**src/rtl/cref_ram.sv**
```systemverilog
// ---------------------------------------------------------------------------
// cref_ram
// Generic single-write, single-read RAM with a registered read port.
// ---------------------------------------------------------------------------
`default_nettype none

module cref_ram #(
  parameter  int WIDTH = 8,
  parameter  int DEPTH = 16,
  localparam int AW    = $clog2(DEPTH)
) (
  input  wire logic             clk,
  input  wire logic             wr_en,
  input  wire logic [AW-1:0]    wr_addr,
  input  wire logic [WIDTH-1:0] wr_data,
  input  wire logic [AW-1:0]    rd_addr,
  output logic      [WIDTH-1:0] rd_data
);

  logic [WIDTH-1:0] mem [DEPTH];

  // Write one word, read one word a cycle
  always_ff @(posedge clk) begin
    if (wr_en) begin
      mem[wr_addr] <= wr_data;
    end
    rd_data <= mem[rd_addr];
  end

endmodule

`default_nettype wire

```
**config.mk**
```make
export PLATFORM = sky130hd
export DESIGN_NAME = cref_ram
export DESIGN_NICKNAME = d
export VERILOG_FILES = /design/src/rtl/cref_ram.sv
export SDC_FILE = /design/constraint.sdc
export NUM_CORES = 1
export LEC_CHECK = 0
export BUFFER_PORTS_ARGS = -buffer_cell sky130_fd_sc_hd__clkbuf_2
export CAP_MARGIN = 5
export CORE_UTILIZATION = 55
export CTS_CLUSTER_SIZE = 16
export DETAILED_ROUTE_END_ITERATION = 8
export PLACE_DENSITY = 0.78
export SYNTH_ARGS = -nofsm -noshare
export SYNTH_HDL_FRONTEND = slang
export SYNTH_SLANG_ARGS = --single-unit
export TNS_END_PERCENT = 50
```
**constraint.sdc**
```tcl
create_clock -name clk -period 2.5 [get_ports clk]
set_clock_uncertainty 0.2 [all_clocks]
set_input_delay 0.125 -clock clk [delete_from_list [all_inputs] [get_ports clk]]
set_output_delay 0.125 -clock clk [all_outputs]
set_load 0.02 [all_outputs]
```
==> results.ini <==
[run_status]
status = finished clean

[yosys]
async_reset_ff_share_pct = 0
synth_area_leader_cell = edfxtp_1
yosysMostFrequentCell = edfxtp_1
syn-instance-count = 229
synth_edf_count = 128
syn_area_um2 = 5147
syn_area_per_cell_um2 = 22.48
synth_common_cells = edfxtp_1 (128), mux4_2 (18), a22oi_1 (16)
yosysSeqAreaShare_pct = 77.78
synth_warnings = 0
syn-num-nets = 247
yosysUniqueCellTypes = 19
ys.flop_type = edfxtp_1
synth_area_leaders = edfxtp_1 (75%), mux4_2 (7.9%), mux4_1 (7.1%), dfxtp_1 (3.1%), a22oi_1 (2.3%)
synth_top_area_share_pct = 74.67
ys_ff_latch = 136

[clock_tree]
clk_pin_slew_ns = 0.05
cts_tree = yes
cts_sinks = 136
cts_buffer_depth = 2
htree_levels = 4
numCtsBuffers = 17
cts-root-buf = clkbuf_8
clk_latency_ns = 0.52

[worst_setup_path]
crit_path_frequent_cell = dlygate4sd3_1
critPathTopFamily = buffers and inverters
path_buf_inv = 4
critPathMaxFanout = 5
path_class = in2reg
path_cells = dlygate4sd3_1, clkbuf_2, nand3b_1, dlygate4sd3_1, nor2_1, buf_4
end_kind = register
cp.arrival_ns = 2.06
critPathMaxStageDelay_ns = 0.59
required_ns = 2.53
slowest_stage = dlygate4sd3_1
start_kind = primary input

[global_routing]
use_met2_pct = 36.31
grt_pass1_vias = 2615
grt_util_all_layers_pct = 23.62
grt_pass1_wl_um = 15620
met1_usage_pct = 31.67
overflow = 0
met3_usage_pct = 7.092
grt_max_degree = 33
antenna_found_initial = 0
top_usage_layer = met2

[routing]
drc = 0
drt_wl_total_um = 10250
firstDrtPassIters = 4
vias_per_cell = 6.181
vias = 2559
initialDrtViolationCount = 205
antenna_left = 0
avgRoutedWirePerCell_um = 24.76

[power]
p_leak_nw = 2.130
max-vdd-ir-drop_v = 0.0005192
power_mw = 5.282
power_density_nw_per_um2 = 854.1

[floorplan]
die_y_um = 98.74
dieArea_um2 = 9750
core_um2 = 8891
placementRows = 34
boundaryPins = 26
fp.dieW_um = 98.74
initial_core_util_pct = 57.89

[finish]
fillers = 519
area_growth_pct = 20.15
final_area_um2 = 6185
fin_nets = 311
finalNonFillerCells = 414
n_antenna_cell = 0
layout-drive-gt1-share_pct = 28.76

[timing]
fin_crit_ns = 2.036
rsz0062_at_grt = no
post-route-period-util_pct = 81.45
tightest_slew_ns = 0.7878
finalSetupViolations = 0
whs_ns = 0.02113
drv_slew = 0
hold_viol = 0
tns_ns = 0
fmax_mhz = 491.1
relSlewSlack_pct = 47.29

[job]
cap_violations = 0

[placed_design]
placed_cell_area_um2 = 5454
dp_hpwl_um = 6072
gp_congestion = 0.8132
io_buffers = 25
dp_cells = 368

[hold_path]
min_path_type = in2reg

==> state kept, by name, summed over array words and instances (netlist names) <==
name     flops
rd_data      8
mem        128
==> area by class of cell <==
class	instances	area, um^2	area share (%)
clock buffers	24	470.5	7.607
clock inverters	8	120.1	1.942
multi-input cells	83	1057	17.09
flip-flops and latches	136	4004	64.74
well taps	108	135.1	2.185
repair buffers	55	397.9	6.433
==> cells in the final DEF, fill, tap and decap left out <==
cell type	n
nor3_1	4
bufinv_16	3
buf_12	1
mux4_1	14
clkbuf_1	4
edfxtp_1	128
clkbuf_2	25
dlygate4sd3_1	14
or3b_2	1
clkbuf_8	4
nor2_1	13
nand3b_1	2
and2b_1	1
dfxtp_1	8
clkinv_2	3
a22oi_1	16
and2_1	1
mux4_2	18
nand2b_1	2
clkbuf_16	16
nand2_1	9
nor2b_1	1
nand3_1	1
buf_4	15
clkinvlp_4	2
==> final timing paths <==
path                            slack, ns        from         end  cells past startpoint
worst max register to register       0.89   mem[9][3]  rd_data[3]                      3
worst min-delay path                 0.02  rd_addr[2]  rd_data[4]                      4
worst min register to register       0.47  mem[15][4]  rd_data[4]                      3
worst max-delay path                 0.46  wr_addr[2]   mem[6][1]                      6
==> metrics by stage <==
| step | worst slack (ns) | util, % |
|---|---|---|
| 6_report | 0.4638 | 69.56 |
| 5_1_grt | 0.3954 | 69.56 |
| 4_1_cts | 0.4995 | 69.56 |
| 3_5_place_dp | 0.5411 | 61.34 |
| 3_3_place_gp | 0.5825 | 61.34 |
| 2_1_floorplan | 0.6821 | - |
==> per-layer routing <==
metal,up-vias,routed length (um)
li1,1098,-
met5,-,0
met2,123,4946
met4,0,180
met3,20,775
met1,1318,4348
==> timing repair <==
item	4_1_cts	5_1_grt
endpoints found under the hold margin	164	0
resized for setup	0	0
buffers inserted	0	0
hold buffers	14	0
==> where the power goes <==
part           switching, mW  internal (mW)
sequential            0.0183           2.55
clock                  0.853           1.59
combinational          0.154          0.113
==> logic make-up after synthesis <==
family / Yosys count / share of synthesized area, %
compound gates: 16 / 2.334
buf+inv: 10 / 1.677
flops: 136 / 77.78
mux: 32 / 15.02
simple gates: 35 / 3.184
==> tightest hold or removal path, stage by stage <==
cell and delay (ns):
clkbuf_2 0.12, nor2b_1 0.17, a22oi_1 0.20, nand2_1 0.06
Note: power is estimated with default switching activity, not from simulation.
